$ cat src/hdl/dsm2sfb_pkg.sv
// Package with the shared types, codes and constants of the serial frame builder.
`timescale 1ns / 1ps

package dsm2sfb_pkg;

   localparam int CHAN_INPUTS      = 6;
   localparam int NUM_CHANNELS_DEF = 6;
   localparam int CHAN_WIDTH       = 12;
   localparam int CSR_DATA_WIDTH   = 8;
   localparam int CSR_INDEX_WIDTH  = 2;

   localparam logic [7:0] HDR_LP45        = 8'h00;
   localparam logic [7:0] HDR_DSM2        = 8'h10;
   localparam logic [7:0] HDR_DSMX        = 8'h18;
   localparam logic [7:0] SEND_BIND       = 8'h80;
   localparam logic [7:0] SEND_RANGECHECK = 8'h20;

   localparam logic [1:0] MODE_LP45 = 2'd0;
   localparam logic [1:0] MODE_DSM2 = 2'd1;
   localparam logic [1:0] MODE_DSMX = 2'd2;

   localparam logic [1:0] FLAG_NONE  = 2'd0;
   localparam logic [1:0] FLAG_BIND  = 2'd1;
   localparam logic [1:0] FLAG_RANGE = 2'd2;

   localparam logic [1:0] PROTOCOL_MODE_RESET = MODE_DSMX;
   localparam logic [7:0] MODEL_ID_RESET      = 8'd0;
   localparam logic [7:0] BIND_TIMEOUT_RESET  = 8'd255;

   localparam logic signed [15:0] SCALE_NUM = 16'sd13;
   localparam logic signed [11:0] PULSE_MID = 12'sd512;
   localparam logic signed [11:0] PULSE_MAX = 12'sd1023;

   typedef enum logic [CSR_INDEX_WIDTH-1:0] {
      CSR_PROTOCOL_MODE = 2'd0,
      CSR_MODEL_ID      = 2'd1,
      CSR_BIND_TIMEOUT  = 2'd2
   } csr_index_type;

   typedef struct packed {
      logic                              write_en;
      logic [CSR_INDEX_WIDTH-1:0]        index;
      logic [CSR_DATA_WIDTH-1:0]         wdata;
   } csr_wr_type;

   typedef struct packed {
      logic                         tx_busy;
      logic                         bind_switch;
      logic [1:0]                   module_request;
      logic signed [CHAN_WIDTH-1:0] chan0;
      logic signed [CHAN_WIDTH-1:0] chan1;
      logic signed [CHAN_WIDTH-1:0] chan2;
      logic signed [CHAN_WIDTH-1:0] chan3;
      logic signed [CHAN_WIDTH-1:0] chan4;
      logic signed [CHAN_WIDTH-1:0] chan5;
   } req_type;

   typedef struct packed {
      logic [7:0] frame_byte;
      logic       frame_last;
      logic [1:0] module_flag_out;
   } rsp_type;

   typedef struct packed {
      logic [7:0] header;
      logic [7:0] model_id;
      logic [1:0] flag;
   } hdr_type;

endpackage

$ cat src/hdl/dsm2sfb_hdr.sv
// Configuration registers, bind window countdown and header byte logic.
`timescale 1ns / 1ps

module dsm2sfb_hdr (
   input  logic                    clock,
   input  logic                    reset,
   input  dsm2sfb_pkg::csr_wr_type csr_wr,
   input  logic                    advance,
   input  logic                    bind_switch,
   input  logic [1:0]              module_request,
   output dsm2sfb_pkg::hdr_type    hdr
);

   logic [1:0] protocol_mode_ff, protocol_mode_in;
   logic [7:0] model_id_ff, model_id_in;
   logic [7:0] countdown_ff, countdown_in;
   logic [7:0] base;
   logic [1:0] req_flag;

   always_comb begin
      protocol_mode_in = protocol_mode_ff;
      model_id_in      = model_id_ff;
      countdown_in     = countdown_ff;
      if (advance && countdown_ff != 8'd0) begin
         countdown_in = countdown_ff - 8'd1;
      end
      if (csr_wr.write_en) begin
         case (dsm2sfb_pkg::csr_index_type'(csr_wr.index))
            dsm2sfb_pkg::CSR_PROTOCOL_MODE: protocol_mode_in = csr_wr.wdata[1:0];
            dsm2sfb_pkg::CSR_MODEL_ID:      model_id_in      = csr_wr.wdata;
            // A new timeout also restarts the bind window.
            dsm2sfb_pkg::CSR_BIND_TIMEOUT:  countdown_in     = csr_wr.wdata;
            default: ;
         endcase
      end
   end

   always_ff @(posedge clock) begin
      if (reset) begin
         protocol_mode_ff <= dsm2sfb_pkg::PROTOCOL_MODE_RESET;
         model_id_ff      <= dsm2sfb_pkg::MODEL_ID_RESET;
         countdown_ff     <= dsm2sfb_pkg::BIND_TIMEOUT_RESET;
      end else begin
         protocol_mode_ff <= protocol_mode_in;
         model_id_ff      <= model_id_in;
         countdown_ff     <= countdown_in;
      end
   end

   always_comb begin
      case (protocol_mode_ff)
         dsm2sfb_pkg::MODE_LP45: base = dsm2sfb_pkg::HDR_LP45;
         dsm2sfb_pkg::MODE_DSM2: base = dsm2sfb_pkg::HDR_DSM2;
         default:                base = dsm2sfb_pkg::HDR_DSMX;
      endcase

      // The unused request code behaves as no request.
      req_flag = (module_request == dsm2sfb_pkg::FLAG_BIND ||
                  module_request == dsm2sfb_pkg::FLAG_RANGE) ? module_request
                                                              : dsm2sfb_pkg::FLAG_NONE;

      hdr.model_id = model_id_ff;
      hdr.header   = base;
      hdr.flag     = dsm2sfb_pkg::FLAG_NONE;
      if (countdown_ff != 8'd0) begin
         if (bind_switch) begin
            hdr.flag   = dsm2sfb_pkg::FLAG_BIND;
            hdr.header = base | dsm2sfb_pkg::SEND_BIND;
         end else begin
            hdr.flag = req_flag;
         end
      end else if (req_flag == dsm2sfb_pkg::FLAG_RANGE) begin
         hdr.flag   = dsm2sfb_pkg::FLAG_RANGE;
         hdr.header = base | dsm2sfb_pkg::SEND_RANGECHECK;
      end
   end

endmodule

$ cat src/hdl/dsm2sfb_chan.sv
// Scales one channel value to a 10-bit pulse and forms its two frame bytes.
`timescale 1ns / 1ps

module dsm2sfb_chan #(
   parameter int CHAN_INDEX = 0
) (
   input  logic signed [dsm2sfb_pkg::CHAN_WIDTH-1:0] chan,
   output logic [7:0]                                byte_hi,
   output logic [7:0]                                byte_lo
);

   logic signed [15:0] chan_ext;
   logic signed [15:0] prod;
   logic signed [10:0] quot;
   logic signed [11:0] offs;
   logic [9:0]         pulse;

   always_comb begin
      chan_ext = {{(16 - dsm2sfb_pkg::CHAN_WIDTH){chan[dsm2sfb_pkg::CHAN_WIDTH-1]}}, chan};
      prod     = chan_ext * dsm2sfb_pkg::SCALE_NUM;
      // Arithmetic shift right by five is the floor of the division by 32.
      quot     = prod[15:5];
      offs     = {quot[10], quot} + dsm2sfb_pkg::PULSE_MID;
      if (offs < 12'sd0) begin
         pulse = 10'd0;
      end else if (offs > dsm2sfb_pkg::PULSE_MAX) begin
         pulse = dsm2sfb_pkg::PULSE_MAX[9:0];
      end else begin
         pulse = offs[9:0];
      end
      byte_hi = {6'(CHAN_INDEX), pulse[9:8]};
      byte_lo = pulse[7:0];
   end

endmodule

$ cat src/hdl/dsm2sfb_emit.sv
// Frame buffer that sends a loaded frame one byte per transaction.
`timescale 1ns / 1ps

module dsm2sfb_emit #(
   parameter int FRAME_BYTES = 14
) (
   input  logic                 clock,
   input  logic                 reset,
   input  logic                 load,
   input  logic [7:0]           load_bytes [FRAME_BYTES],
   input  logic [1:0]           load_flag,
   output logic                 load_ready,
   output logic                 rsp_valid,
   input  logic                 rsp_stall,
   output dsm2sfb_pkg::rsp_type rsp_data
);

   localparam int CNT_W = $clog2(FRAME_BYTES + 1);

   logic [7:0]       frame_ff [FRAME_BYTES];
   logic [7:0]       frame_in [FRAME_BYTES];
   logic [CNT_W-1:0] count_ff, count_in;
   logic [1:0]       flag_ff, flag_in;
   logic             take;

   assign take       = rsp_valid && !rsp_stall;
   assign rsp_valid  = count_ff != '0;
   // A new frame can enter as the last byte of the current one leaves.
   assign load_ready = (count_ff == '0) || (count_ff == CNT_W'(1) && !rsp_stall);

   assign rsp_data.frame_byte      = frame_ff[0];
   assign rsp_data.frame_last      = count_ff == CNT_W'(1);
   assign rsp_data.module_flag_out = flag_ff;

   always_comb begin
      frame_in = frame_ff;
      count_in = count_ff;
      flag_in  = flag_ff;
      if (load) begin
         frame_in = load_bytes;
         count_in = CNT_W'(FRAME_BYTES);
         flag_in  = load_flag;
      end else if (take) begin
         for (int i = 0; i < FRAME_BYTES - 1; i++) begin
            frame_in[i] = frame_ff[i+1];
         end
         count_in = count_ff - CNT_W'(1);
      end
   end

   always_ff @(posedge clock) begin
      if (reset) begin
         count_ff <= '0;
      end else begin
         count_ff <= count_in;
      end
   end

   always_ff @(posedge clock) begin
      frame_ff <= frame_in;
      flag_ff  <= flag_in;
   end

endmodule

$ cat src/hdl/dsm2_serial_frame_builder_core.sv
// Top level of the serial radio-module frame builder.
`timescale 1ns / 1ps

// Usage:
// A request transaction on req_* carries the busy flag, the bind switch, the
// requested module flag and six signed channel values. A request that finds
// the transmitter busy is accepted and dropped without any effect. Any other
// request produces one frame of 2 + 2 * channels bytes (14 by default), sent
// as one rsp_* transaction per byte: header, model id, then a high and a low
// byte per channel. frame_last marks the final byte; every byte of a frame
// carries the same updated module flag.
// Requests are registered on entry; the frame is formed combinationally from
// the input register and loaded into the byte buffer when it has room. The
// byte buffer sends one byte per cycle while rsp_stall is low and takes the
// next frame as the last byte leaves, so frames follow without a gap, limited
// by the single byte-wide result port.
// A stall on rsp_* holds the current byte; the input register then fills and
// req_stall rises until the buffer frees. The csr_* port writes the protocol
// mode, model id and bind timeout; writing the timeout restarts the bind
// window. Reset empties both stages and restores the register defaults.
module dsm2_serial_frame_builder_core #(
   parameter int NUM_CHANNELS = dsm2sfb_pkg::NUM_CHANNELS_DEF
) (
   input  logic                                       clock,
   input  logic                                       reset,
   input  logic                                       req_valid,
   output logic                                       req_stall,
   input  dsm2sfb_pkg::req_type                       req_data,
   output logic                                       rsp_valid,
   input  logic                                       rsp_stall,
   output dsm2sfb_pkg::rsp_type                       rsp_data,
   input  logic                                       csr_write_en,
   input  logic [dsm2sfb_pkg::CSR_INDEX_WIDTH-1:0]    csr_index,
   input  logic [dsm2sfb_pkg::CSR_DATA_WIDTH-1:0]     csr_wdata
);

   localparam int NCH = (NUM_CHANNELS > dsm2sfb_pkg::CHAN_INPUTS) ?
                        dsm2sfb_pkg::CHAN_INPUTS : NUM_CHANNELS;
   localparam int FRAME_BYTES = 2 + 2 * NCH;

   logic                    in_valid_ff, in_valid_in;
   dsm2sfb_pkg::req_type    in_data_ff;
   logic                    consume;
   logic                    load;
   logic                    load_ready;
   dsm2sfb_pkg::csr_wr_type csr_wr;
   dsm2sfb_pkg::hdr_type    hdr;
   logic signed [dsm2sfb_pkg::CHAN_WIDTH-1:0] chans [dsm2sfb_pkg::CHAN_INPUTS];
   logic [7:0]              frame_bytes [FRAME_BYTES];

   assign consume   = in_valid_ff && (in_data_ff.tx_busy || load_ready);
   assign load      = consume && !in_data_ff.tx_busy;
   assign req_stall = in_valid_ff && !consume;

   assign in_valid_in = (req_valid && !req_stall) || (in_valid_ff && !consume);

   always_ff @(posedge clock) begin
      if (reset) begin
         in_valid_ff <= 1'b0;
      end else begin
         in_valid_ff <= in_valid_in;
      end
   end

   always_ff @(posedge clock) begin
      if (req_valid && !req_stall) begin
         in_data_ff <= req_data;
      end
   end

   assign csr_wr.write_en = csr_write_en;
   assign csr_wr.index    = csr_index;
   assign csr_wr.wdata    = csr_wdata;

   dsm2sfb_hdr u_hdr (
      .clock          (clock),
      .reset          (reset),
      .csr_wr         (csr_wr),
      .advance        (load),
      .bind_switch    (in_data_ff.bind_switch),
      .module_request (in_data_ff.module_request),
      .hdr            (hdr)
   );

   assign chans[0] = in_data_ff.chan0;
   assign chans[1] = in_data_ff.chan1;
   assign chans[2] = in_data_ff.chan2;
   assign chans[3] = in_data_ff.chan3;
   assign chans[4] = in_data_ff.chan4;
   assign chans[5] = in_data_ff.chan5;

   assign frame_bytes[0] = hdr.header;
   assign frame_bytes[1] = hdr.model_id;

   for (genvar i = 0; i < NCH; i++) begin : g_chan
      dsm2sfb_chan #(
         .CHAN_INDEX (i)
      ) u_chan (
         .chan    (chans[i]),
         .byte_hi (frame_bytes[2 + 2 * i]),
         .byte_lo (frame_bytes[3 + 2 * i])
      );
   end

   dsm2sfb_emit #(
      .FRAME_BYTES (FRAME_BYTES)
   ) u_emit (
      .clock      (clock),
      .reset      (reset),
      .load       (load),
      .load_bytes (frame_bytes),
      .load_flag  (hdr.flag),
      .load_ready (load_ready),
      .rsp_valid  (rsp_valid),
      .rsp_stall  (rsp_stall),
      .rsp_data   (rsp_data)
   );

endmodule

$ cat config.mk
export PLATFORM = sky130hd
export DESIGN_NAME = dsm2_serial_frame_builder_core
export DESIGN_NICKNAME = d
export VERILOG_FILES = /design/src/hdl/dsm2sfb_pkg.sv /design/src/hdl/dsm2sfb_hdr.sv /design/src/hdl/dsm2sfb_chan.sv /design/src/hdl/dsm2sfb_emit.sv /design/src/hdl/dsm2_serial_frame_builder_core.sv
export SDC_FILE = /design/constraint.sdc
export NUM_CORES = 1
export LEC_CHECK = 0
export BUFFER_PORTS_ARGS = -buffer_cell sky130_fd_sc_hd__buf_2
export CAP_MARGIN = 20
export CORE_AREA = 2 2 267 216
export DETAILED_ROUTE_END_ITERATION = 8
export DIE_AREA = 0 0 269 218
export GPL_ROUTABILITY_DRIVEN = 0
export SYNTH_ARGS = -nofsm -noshare
export SYNTH_HDL_FRONTEND = slang
export SYNTH_SLANG_ARGS = --single-unit
$ cat constraint.sdc
create_clock -name clock -period 6.2 [get_ports clock]
set_input_delay 0.93 -clock clock [delete_from_list [all_inputs] [get_ports clock]]
set_output_delay 0.93 -clock clock [all_outputs]
set_load 0.005 [all_outputs]
== After elaboration in Yosys (flattened, before gate mapping) ==
Cells that the tools add are included.

* Bits in registers: 213
* Output and inout bits: 13
* Logic and storage cells: 120

* Add/sub/neg operators: 8
* Multiply operators: 6
* Order comparisons: 12
* Equality and inequality tests: 7
* Multiplexer cells: 27
* Reduce and logical (&&, ||, !) cells: 24

{| class="wikitable"
|+ Operators with widths
! cell !! number
|-
| $mux W104 || 2
|-
| $mux W10 || 12
|-
| $mul A12 B5 Y16 const B || 6
|-
| $add A11 B11 Y12 const B || 6
|-
| $gt A12 B11 Y1 const B || 6
|-
| $lt A12 B1 Y1 const B || 6
|-
| $mux W8 || 5
|-
| $pmux W5 S2 || 1
|-
| $mux W2 || 4
|-
| $mux W4 || 2
|-
| $reduce_bool A8 Y1 || 1
|-
| $sub A8 B1 Y8 const B || 1
|-
| $logic_and A1 B1 Y1 || 7
|-
| $eq A2 B1 Y1 const B || 3
|-
| $eq A2 B2 Y1 const B || 3
|-
| $mux W6 || 1
|-
| $eq A4 B1 Y1 const B || 1
|-
| $logic_not A1 Y1 || 4
|-
| $logic_not A2 Y1 || 2
|-
| $logic_not A4 Y1 || 1
|-
| $logic_or A1 B1 Y1 || 4
|-
| $reduce_and A2 Y1 || 2
|-
| $reduce_bool A4 Y1 || 1
|-
| $sub A4 B1 Y4 const B || 1
|-
| 2 further kinds || 2
|}

== Depth between registers and ports, before layout ==
Gate-level depths: netlist of run 1.

* Depth in word-level cells: 10
* Mapped depth: 18
* Depth with buffers taken out: 18

== Cells and area by module ==
Synthesis of run 1 repeated with hierarchy kept, for this count alone.

* Cell total of the unflattened synthesis: 1,341
* Area total of the unflattened synthesis: 15,763.9 um^2

{| class="wikitable"
|+ Modules (own cells, without submodules)
! module !! instances !! cells each !! area an instance (um^2) !! seq. area each (um^2)
|-
| dsm2sfb_emit || 1 || 267 || 5,004.8 || 3,503.4
|-
| dsm2sfb_chan (g_chan[2].u_chan ...) || 2 || 150 || 1,247.4 || 0.0
|-
| dsm2_serial_frame_builder_core || 1 || 81 || 2,347.3 || 2,302.2
|-
| dsm2sfb_chan (g_chan[4].u_chan) || 1 || 148 || 1,267.5 || 0.0
|-
| dsm2sfb_chan (g_chan[1].u_chan) || 1 || 148 || 1,252.5 || 0.0
|-
| dsm2sfb_chan (g_chan[0].u_chan) || 1 || 139 || 1,224.9 || 0.0
|-
| dsm2sfb_chan (g_chan[5].u_chan) || 1 || 146 || 1,208.7 || 0.0
|-
| dsm2sfb_hdr || 1 || 112 || 963.4 || 360.3
|}

== Least setup slack after synthesis of run 1 ==
Ideal clock, no wire load.

* Kind: in2reg
* From: in rsp_stall
* To: reg in_data_ff, in the netlist chans[0], enable pin
* Library setup time: 511 ps
* Arrival: 4,522 ps
* Data required time: 5,689 ps
* Setup slack: 1,167 ps
* Stages on the path: 5
* Buffers on the path: 0
* Cells stage by stage: nor2b_1 > o21ai_0 > nand3_1 > inv_1 > nor2_1

* Word-level cells in the longest chain between the ends: 9

{| class="wikitable"
|+ RTL lines
! element !! line !! source
|-
| start: declaration || dsm2_serial_frame_builder_core.sv:30 || <nowiki>input logic rsp_stall,</nowiki>
|-
| $logic_not A1 Y1 || dsm2sfb_emit.sv:29 || <nowiki>assign load_ready = (count_ff == '0) || (count_ff == CNT_W'(1) && !rsp_stall);</nowiki>
|-
| $logic_and A1 B1 Y1 || dsm2sfb_emit.sv:29 ||
|-
| $logic_or A1 B1 Y1 || dsm2sfb_emit.sv:29 ||
|-
| $logic_or A1 B1 Y1 || dsm2_serial_frame_builder_core.sv:51 || <nowiki>assign consume = in_valid_ff && (in_data_ff.tx_busy || load_ready);</nowiki>
|-
| $logic_and A1 B1 Y1 || dsm2_serial_frame_builder_core.sv:51 ||
|-
| $logic_not A1 Y1 || dsm2_serial_frame_builder_core.sv:53 || <nowiki>assign req_stall = in_valid_ff && !consume;</nowiki>
|-
| $logic_and A1 B1 Y1 || dsm2_serial_frame_builder_core.sv:53 ||
|-
| net req_stall || dsm2_serial_frame_builder_core.sv:27 || <nowiki>output logic req_stall,</nowiki>
|-
| $logic_not A1 Y1 || dsm2_serial_frame_builder_core.sv:66 || <nowiki>if (req_valid && !req_stall) begin</nowiki>
|-
| $logic_and A1 B1 Y1 || dsm2_serial_frame_builder_core.sv:66 ||
|-
| end signal: assignment || dsm2_serial_frame_builder_core.sv:67 || <nowiki>in_data_ff <= req_data;</nowiki>
|-
| end: declaration || dsm2_serial_frame_builder_core.sv:42 || <nowiki>dsm2sfb_pkg::req_type in_data_ff;</nowiki>
|}

The timed path passes the listed nets, and every way through them passes these cells.
A chain may end at the register's enable or synchronous reset.

==> results of run 1 <==
==> critical path, stage by stage, from the launching register on <==
cell       delay, ps
edfxtp_1         450
ha_1             330
ha_1             280
inv_1             50
fa_1             490
inv_1             50
ha_1             340
nand3_1          100
a2111oi_0        580
nor4_1           190
o31ai_2          340
a21oi_2          140
o22ai_1          150
xor2_1           100
ha_1             200
nor2_1           590
nand2_1          120
mux2i_1          150
a221o_1          120
==> stage by stage <==
stage                     cell area, um^2  hold WS (ps)  utilization  instances
after floorplan                     14500           433            -       1395
after CTS                           16800           455        0.299       2270
after global placement              15800           445        0.282       2221
after detailed placement            15800           447        0.282       2221
final                               16800           457        0.300       2272
after global routing                16800           475        0.300       2272
==> power by group through the flow <==
stage                     Clock, W  Sequential [W]  Combinational [W]
after floorplan                  0         0.00227            0.00265
after global placement           0         0.00232            0.00335
after detailed placement         0         0.00233            0.00344
after CTS                  0.00174         0.00230            0.00346
after global routing       0.00178         0.00234            0.00393
final                      0.00167         0.00229            0.00342
==> path summary, 6_finish.rpt <==
kind,startpoint,endpoint,depth (start not counted)
worst max register to register,chans[41],u_emit.frame_ff[57],18
worst min register to register,u_emit.frame_ff[30],u_emit.frame_ff[30],2
worst max-delay path,chans[41],u_emit.frame_ff[57],18
worst min-delay path,u_emit.frame_ff[30],u_emit.frame_ff[30],2
==> layer usage <==
layer | part of all wire | vias to the layer above | wire length (um)
met5 | 0 | - | 0
met4 | 0.027 | 0 | 789
met3 | 0.039 | 43 | 1130
met2 | 0.48 | 131 | 13900
met1 | 0.46 | 4563 | 13400
li1 | - | 4877 | -
==> area by class of cell <==
cell class	instances	area, um^2	area share
clock inverters	15	173	0.0103
flip-flops and latches	213	5810	0.345
clock buffers	34	776	0.0462
repair buffers	112	616	0.0366
inverters	261	980	0.0583
multi-input cells	877	7510	0.447
well taps	760	951	0.0566
==> synthesized netlist by cell type (28+ instances only) <==
cell type  number
nand3_1        29
clkbuf_1       28
fa_1           64
xor2_1         28
dfxtp_1        59
xnor2_1        45
inv_1         261
edfxtp_1      154
nand2_1       172
a21oi_1        73
a22o_1         42
nor2_1         43
ha_1          212
==> sequential cells by signal (all words and copies together), names as in the netlist, 4 cells and up <==
signal / flops
in_data_ff: 4
u_emit.frame_ff: 104
u_emit.rsp_data: 8
u_emit.count_ff: 4
u_hdr.countdown_ff: 8
u_hdr.model_id_ff: 8
chans: 72
==> cell families after synthesis <==
family,count (synthesis),share of synthesized area
AND/OR/NAND/NOR,319,0.0982
buffers and inverters,305,0.0814
adder cells (fa/ha/maj),276,0.272
flip-flops,213,0.401
AO/OA/AOI/OAI,196,0.0938
XOR/XNOR,73,0.0442
multiplexers,13,0.00900
==> impl_metrics.tcl, run 1 <==
set metrics [dict create \
    cts_max_level 1 \
    drt_iter0_markers 406 \
    rrSetupSlack_ps 1300 \
    die_h_um 218 \
    end_kind "flop" \
    cts_made_buffers 27 \
    cts_buffer_depth 3 \
    initial_utilization 0.258 \
    setup_ws_ps 1300 \
    cts_setup_buffers 0 \
    die_area_um2 58600 \
    hold_path_class "reg2reg" \
    cts-root-buf "clkbuf_16" \
    routed_wl_mm 29.2 \
    cp_max_fo 12 \
    p_per_area_nw_per_um2 439 \
    crit_type "reg2reg" \
    port_buffers 103 \
    synth_top_area_frac 0.320 \
    status "finished, final reports clean" \
    postCtsHoldBufs 0 \
    rows 78 \
    layout_min_cycle_time_ps 4900 \
    clock_skew_ps 9.52 \
    slew_headroom 0.410 \
    synth_cells 1395 \
    clkPwrFrac 0.226 \
    intPower_w 0.00450 \
    rsz0062_at_grt "no" \
    drtPass1Iterations 4 \
    wire_per_inst_um 12.8 \
    synthFlopType "edfxtp_1" \
    grt_pass1_wl_mm 49.0 \
    cts_tree "built" \
    drive_gt1_frac 0.116 \
    tightest_slew_ps 882 \
    total_leakage_power_nw 7.76 \
    cp-start-kind "flop" \
    layout-area-overhead-vs-synth_pct 16.2 \
    nFillCells 5779 \
    antenna_found_initial 0 \
    layout_common_cells "260 x inv_1, 212 x ha_1, 171 x nand2_1" \
    fin_crit_sh 0.790 \
    grtUsageMet2 0.181 \
    n_antenna_cell 0 \
    cts_sinks 213 \
    fin_tns_setup_ps 0 \
    max_freq_mhz 204 \
    cp.required_ps 6630 \
    synth.distinct_cells 55 \
    use_met1 0.128 \
    seqPwrFrac 0.310 \
    synth.area.top_cells "edfxtp_1 32%, ha_1 18%, fa_1 8.9%" \
    p_comb_frac 0.463 \
    totalPowerFinal_w 0.00739 \
    ir_drop_mv 0.232 \
    slew_viol_final 0 \
    syn-num-nets 1762 \
    yosysSeqAreaShare 0.401 \
    ant_nets 0 \
    async_flop_share 0 \
    drc 0 \
    swShare 0.391 \
    place_hpwl_mm 22.0 \
    dp_slack_ps 1340 \
    globalRouteMet3Util 0.0185 \
    cts_resized 0 \
    synth_edf_count 154 \
    yosys_warnings 0 \
    ys_ff_latch 213 \
    grt-busiest-layer "met2" \
    die_width_um 269 \
    setup_viol 0 \
    avgSynthCellArea_um2 10.4 \
    grt-ovfl-total 0 \
    cts.clk_slew.worst_paths_ps 60 \
    netlist_area_um2 14500 \
    viasPerCell 4.23 \
    hold_viol 0 \
    core-area_um2 56100 \
    cap_violations 0 \
    grt_usage 0.103 \
    mostFrequentLayoutCell "inv_1" \
    grt_pass1_vias 10100 \
    yosysTopAreaCell "edfxtp_1" \
    clk-insertion-delay-late_ps 550 \
    ioPinCount 104 \
    arrival_ps 5330 \
    nets 1859 \
    num_vias 9614 \
    power_switching_w 0.00289 \
    grt_max_degree 77 \
]
(Power assumes the default switching activity.)
==> inputs of run 2 (changes only) <==
clock period = 4.74 ns   (was 6.2 ns; I/O delays follow)
==> run 2 against run 1 <==
Net effect:
- cell count up 0.35%
- sequential power increased by 31%
- via count grew 0.23%
- worst setup slack worse by 1000 ps
- largest power group unchanged
- power rose by 29%
- maximum frequency increased by 9.3%
- clock power increased by 22%
- critical path depth did not move
- die area is the same
- core utilization barely moved
- non-clock buffer count increased by 7
- highest routed layer unchanged
- global-route usage shrank 0.22 points
==> impl_metrics.tcl, run 2 (synthesis gave the netlist of run 1 again) <==
set metrics [dict create \
    n_antenna_cell 0 \
    hold_path_class "in2reg" \
    cp.required_ps 5150 \
    max_freq_mhz 223 \
    die_h_um 218 \
    wire_per_inst_um 12.8 \
    die_area_um2 58600 \
    final_util 0.299 \
    num_vias 9636 \
    antenna_found_initial 0 \
    setup_viol 0 \
    initial_utilization 0.258 \
    drt_iter0_markers 426 \
    final_area_um2 16800 \
    viasPerCell 4.23 \
    status "finished, final reports clean" \
    routed_wl_mm 29.1 \
    timing.hold.ws_ps 324 \
    cp_max_fo 10 \
    cts_sinks 213 \
    slew_viol_final 0 \
    cts.clk_slew.worst_paths_ps 60 \
    ioPinCount 104 \
    cap_violations 0 \
    clk-insertion-delay-late_ps 560 \
    largest_register_ffs 104 \
    min-delay-start "req_data[13]" \
    drtPass1Iterations 5 \
    mostFrequentLayoutCell "inv_1" \
    startpoint "chans[5]" \
    layout-area-overhead-vs-synth_pct 16.1 \
    placed_area_um2 15900 \
    grt_max_degree 56 \
    grt_usage 0.100 \
    layout_common_cells "260 x inv_1, 211 x ha_1, 171 x nand2_1" \
    grt_pass1_wl_mm 48.3 \
    hold_viol 0 \
    fin_tns_setup_ps 0 \
    grt-ovfl-total 0 \
    cp-start-kind "flop" \
    slew_headroom 0.440 \
    rows 78 \
    nets 1866 \
    grt_pass1_vias 10100 \
    drive_gt1_frac 0.124 \
    nFillCells 5770 \
    cts_buffer_depth 3 \
    cts-root-buf "clkbuf_16" \
    die_width_um 269 \
    end_kind "flop" \
    cts_tree "built" \
    rsz0062_at_grt "yes" \
    fin_crit_sh 0.946 \
    ir_drop_mv 0.314 \
    arrival_ps 4900 \
    total_leakage_power_nw 7.76 \
    crit_type "reg2reg" \
    port_buffers 103 \
    p_per_area_nw_per_um2 569 \
    tightest_slew_ps 837 \
    core-area_um2 56100 \
    r2r_start "chans[5]" \
    drc 0 \
    ant_nets 0 \
    clock_skew_ps 13.7 \
    place_hpwl_mm 21.9 \
    cts_made_buffers 27 \
    cts_max_level 1 \
    layout_min_cycle_time_ps 4480 \
    top_register "u_emit.frame_ff" \
]
[run 2: cell types whose count changed in the layout (fill, tap and decap cells not counted), sizes merged]
cell / before / now
buf: 112 / 119
clkbuf: 34 / 39
bufinv: 3 / 0
clkinvlp: 3 / 1
clkinv: 5 / 6
[run 2: stage by stage]
step,cells,power (W),setup WS [ps]
final,2280,0.00955,255
after global routing,2280,0.0105,-23.9
after CTS,2278,0.00969,71.3
after detailed placement,2228,0.00757,-183
after global placement,2228,0.00744,152
after floorplan,1395,0.00643,452
[run 2: final cells by class]
| type | instances | area, um^2 | area share |
|---|---|---|---|
| clock buffers | 39 | 803 | 0.0478 |
| clock inverters | 11 | 73.8 | 0.00440 |
| multi-input cells | 877 | 7550 | 0.449 |
| flip-flops and latches | 213 | 5810 | 0.346 |
| well taps | 760 | 951 | 0.0566 |
| repair buffers | 119 | 636 | 0.0378 |
| inverters | 261 | 980 | 0.0583 |
[run 2: where the power goes]
group          internal (W)  switching, W
sequential          0.00275      0.000248
clock               0.00118      0.000851
combinational       0.00183       0.00268
[run 2: final timing paths]
kind	endpoint	slack (ps)	depth (start not counted)
max	u_emit.frame_ff[9]	260	18
max reg2reg	u_emit.frame_ff[9]	260	18
min	chans[13]	320	1
min reg2reg	u_emit.frame_ff[26]	450	2
[run 2: per-layer routing]
layer | global-route usage | vias to the layer above | wire (um)
met5 | 0 | - | 0
met1 | 0.128 | 4583 | 13600
li1 | - | 4894 | -
met3 | 0.0193 | 41 | 1100
met2 | 0.176 | 118 | 13800
met4 | 0.0211 | 0 | 583
[run 2: what timing repair did]
action,CTS,global route
resized for setup,2,7
setup buffers,0,2
setup endpoints to repair,10,22
pin swaps,0,1
hold buffers,0,0
[run 2: worst max-delay path, cell delays in order (launching register included)]
cell	delay (ps)
edfxtp_1	460
ha_1	330
ha_1	280
inv_1	50
fa_1	500
inv_1	50
ha_1	330
nand3_1	120
a2111oi_2	290
nor3_1	120
buf_4	160
o31ai_4	210
a21oi_1	120
xor2_1	160
ha_1	430
xnor2_1	240
nor2_1	60
a211o_1	290
o21ai_1	140
==> inputs of run 3 (changes only) <==
CELL_PAD_IN_SITES_DETAIL_PLACEMENT = 1   (was default)
CELL_PAD_IN_SITES_GLOBAL_PLACEMENT = 1   (was default)
CORE_AREA = 2 2 196 159   (was 2 2 267 216)
DIE_AREA = 0 0 198 161   (was 0 0 269 218)
PLACE_DENSITY_LB_ADDON = 0.1   (was default)
==> run 3 against run 2 <==
Net effect:
- clock power barely moved
- critical path depth down 4
- routed wire length fell by 1.3%
- worst setup slack gained 27 ps
- combinational power up 1%
- global-route usage is 8.7 points higher
- clock skew is 7.7 ps higher
- non-clock buffer count stayed put
- sequential power about the same
- register-to-register slack improved by 30 ps
- maximum frequency up 0.60%
- largest power group unchanged
- highest routed layer unchanged
==> impl_metrics.tcl, run 3 (synthesis gave the netlist of run 1 again) <==
set metrics [dict create \
    cts.clk_slew.worst_paths_ps 70 \
    rrSetupSlack_ps 280 \
    top_register "u_emit.frame_ff" \
    nets 1864 \
    power_switching_w 0.00375 \
    antenna_found_initial 0 \
    dpl.cell_count 1883 \
    port_buffers 103 \
    postCtsHoldBufs 0 \
    tightest_slew_ps 962 \
    slew_headroom 0.356 \
    max_freq_mhz 224 \
    holdPathEnd "chans[46]" \
    cts_made_buffers 25 \
    min-delay-start "req_data[46]" \
    viasPerCell 5.03 \
    layout-area-overhead-vs-synth_pct 13.2 \
    setup_viol 0 \
    ant_nets 0 \
    dp_slack_ps -15.2 \
    drive_gt1_frac 0.124 \
    status "finished, final reports clean" \
    p_comb_frac 0.478 \
    cts_buffer_depth 3 \
    hold_path_class "in2reg" \
    seqPwrFrac 0.312 \
    initial_utilization 0.482 \
    clkPwrFrac 0.210 \
    fin_crit_sh 0.941 \
    die_width_um 198 \
    hold_depth 1 \
    grt_max_degree 55 \
    nFillCells 3283 \
    layout_min_cycle_time_ps 4460 \
    grt-ovfl-total 0 \
    final_cells 1929 \
    largest_register_ffs 104 \
    r2r_start "chans[63]" \
    layout_common_cells "260 x inv_1, 210 x ha_1, 171 x nand2_1" \
    die_area_um2 31900 \
    cts_max_level 1 \
    total_leakage_power_nw 7.77 \
    rows 57 \
    hold_viol 0 \
    ff2ff_path_depth 14 \
    p_per_area_nw_per_um2 585 \
    num_vias 9701 \
    routed_wl_mm 28.7 \
    core-area_um2 30000 \
    crit_type "reg2reg" \
    cap_violations 0 \
    rsz0062_at_grt "yes" \
    grt_pass1_vias 10400 \
    r2r-end "u_emit.frame_ff[89]" \
    cp.required_ps 5040 \
    clock_skew_ps 21.4 \
    drt_iter0_markers 368 \
    setup_ws_ps 282 \
    cp-start-kind "flop" \
    drc 0 \
    mostFrequentLayoutCell "inv_1" \
    cts_setup_buffers 0 \
    cts-root-buf "clkbuf_16" \
    n_antenna_cell 0 \
    swShare 0.392 \
    wire_per_inst_um 14.9 \
    cts_sinks 213 \
    cp_max_fo 9 \
    intPower_w 0.00582 \
    grt_pass1_wl_mm 48.9 \
    arrival_ps 4760 \
    clk-insertion-delay-late_ps 550 \
    cts_tree "built" \
    grt_usage 0.187 \
    ir_drop_mv 0.462 \
    end_kind "flop" \
    die_h_um 161 \
    place_hpwl_mm 21.9 \
    ioPinCount 104 \
    drtPass1Iterations 4 \
    slew_viol_final 0 \
]
==> run 3: layout make-up <==
cell class                 instances  area, um^2  area share
timing repair buffer             119         648      0.0396
clock inverter                    12        90.1     0.00550
clock buffer                      34         787      0.0481
sequential                       213        5810       0.355
inverter                         261         980      0.0598
tap                              413         517      0.0316
multi-input combinational        877        7550       0.461
==> run 3: worst max path at each step <==
stage,startpoint,end,slack (ps)
3_5_place_dp,chans[41],u_emit.frame_ff[57],-20
5_1_grt,chans[65],u_emit.frame_ff[89],-40
6_report,chans[63],u_emit.frame_ff[89],280
4_1_cts,chans[41],u_emit.frame_ff[52],110
3_3_place_gp,chans[65],u_emit.frame_ff[89],190
2_1_floorplan,chans[5],u_emit.frame_ff[9],450
==> run 3: layer usage <==
metal,wire (um),part of all wire,vias up,track usage
met5,0,0,-,0
met4,548,0.019,0,0.0376
met3,756,0.026,37,0.0286
met2,14400,0.50,98,0.343
met1,13000,0.45,4694,0.235
li1,-,-,4872,-
==> run 3: power groups by stage <==
stage | sequential [W] | combinational, W | clock, W
after CTS | 0.00300 | 0.00464 | 0.00207
after floorplan | 0.00296 | 0.00346 | 0
after detailed placement | 0.00303 | 0.00461 | 0
after global placement | 0.00301 | 0.00445 | 0
after global routing | 0.00305 | 0.00525 | 0.00214
final | 0.00299 | 0.00458 | 0.00201
==> run 3: timing repair <==
item / 4_1_cts / 5_1_grt
pin swaps: 0 / 1
gates resized for setup: 1 / 9
endpoints found under the setup margin: 2 / 24
==> run 3: worst max-delay path, stage by stage (launching register included) <==
cell       delay [ps]
edfxtp_1          450
ha_1              310
ha_1              310
fa_1              460
ha_1              350
nor3_1            350
a2111oi_2         110
nor3_1            330
o31ai_2           130
a21oi_1           340
o21bai_1          140
xnor2_1           150
ha_2              400
inv_1              70
a221o_1           310
==> run 3: stage by stage <==
| stage | util | cell area [um^2] | hold slack [ps] | TNS (ps) | power (W) |
|---|---|---|---|---|---|
| 2_1_floorplan | - | 14500 | 433 | 0 | 0.00643 |
| 3_3_place_gp | 0.515 | 15500 | 440 | 0 | 0.00746 |
| 3_5_place_dp | 0.515 | 15500 | 450 | -15.2 | 0.00764 |
| 4_1_cts | 0.544 | 16300 | 301 | 0 | 0.00971 |
| 5_1_grt | 0.545 | 16400 | 305 | -43.0 | 0.0104 |
| 6_report | 0.545 | 16400 | 333 | 0 | 0.00958 |
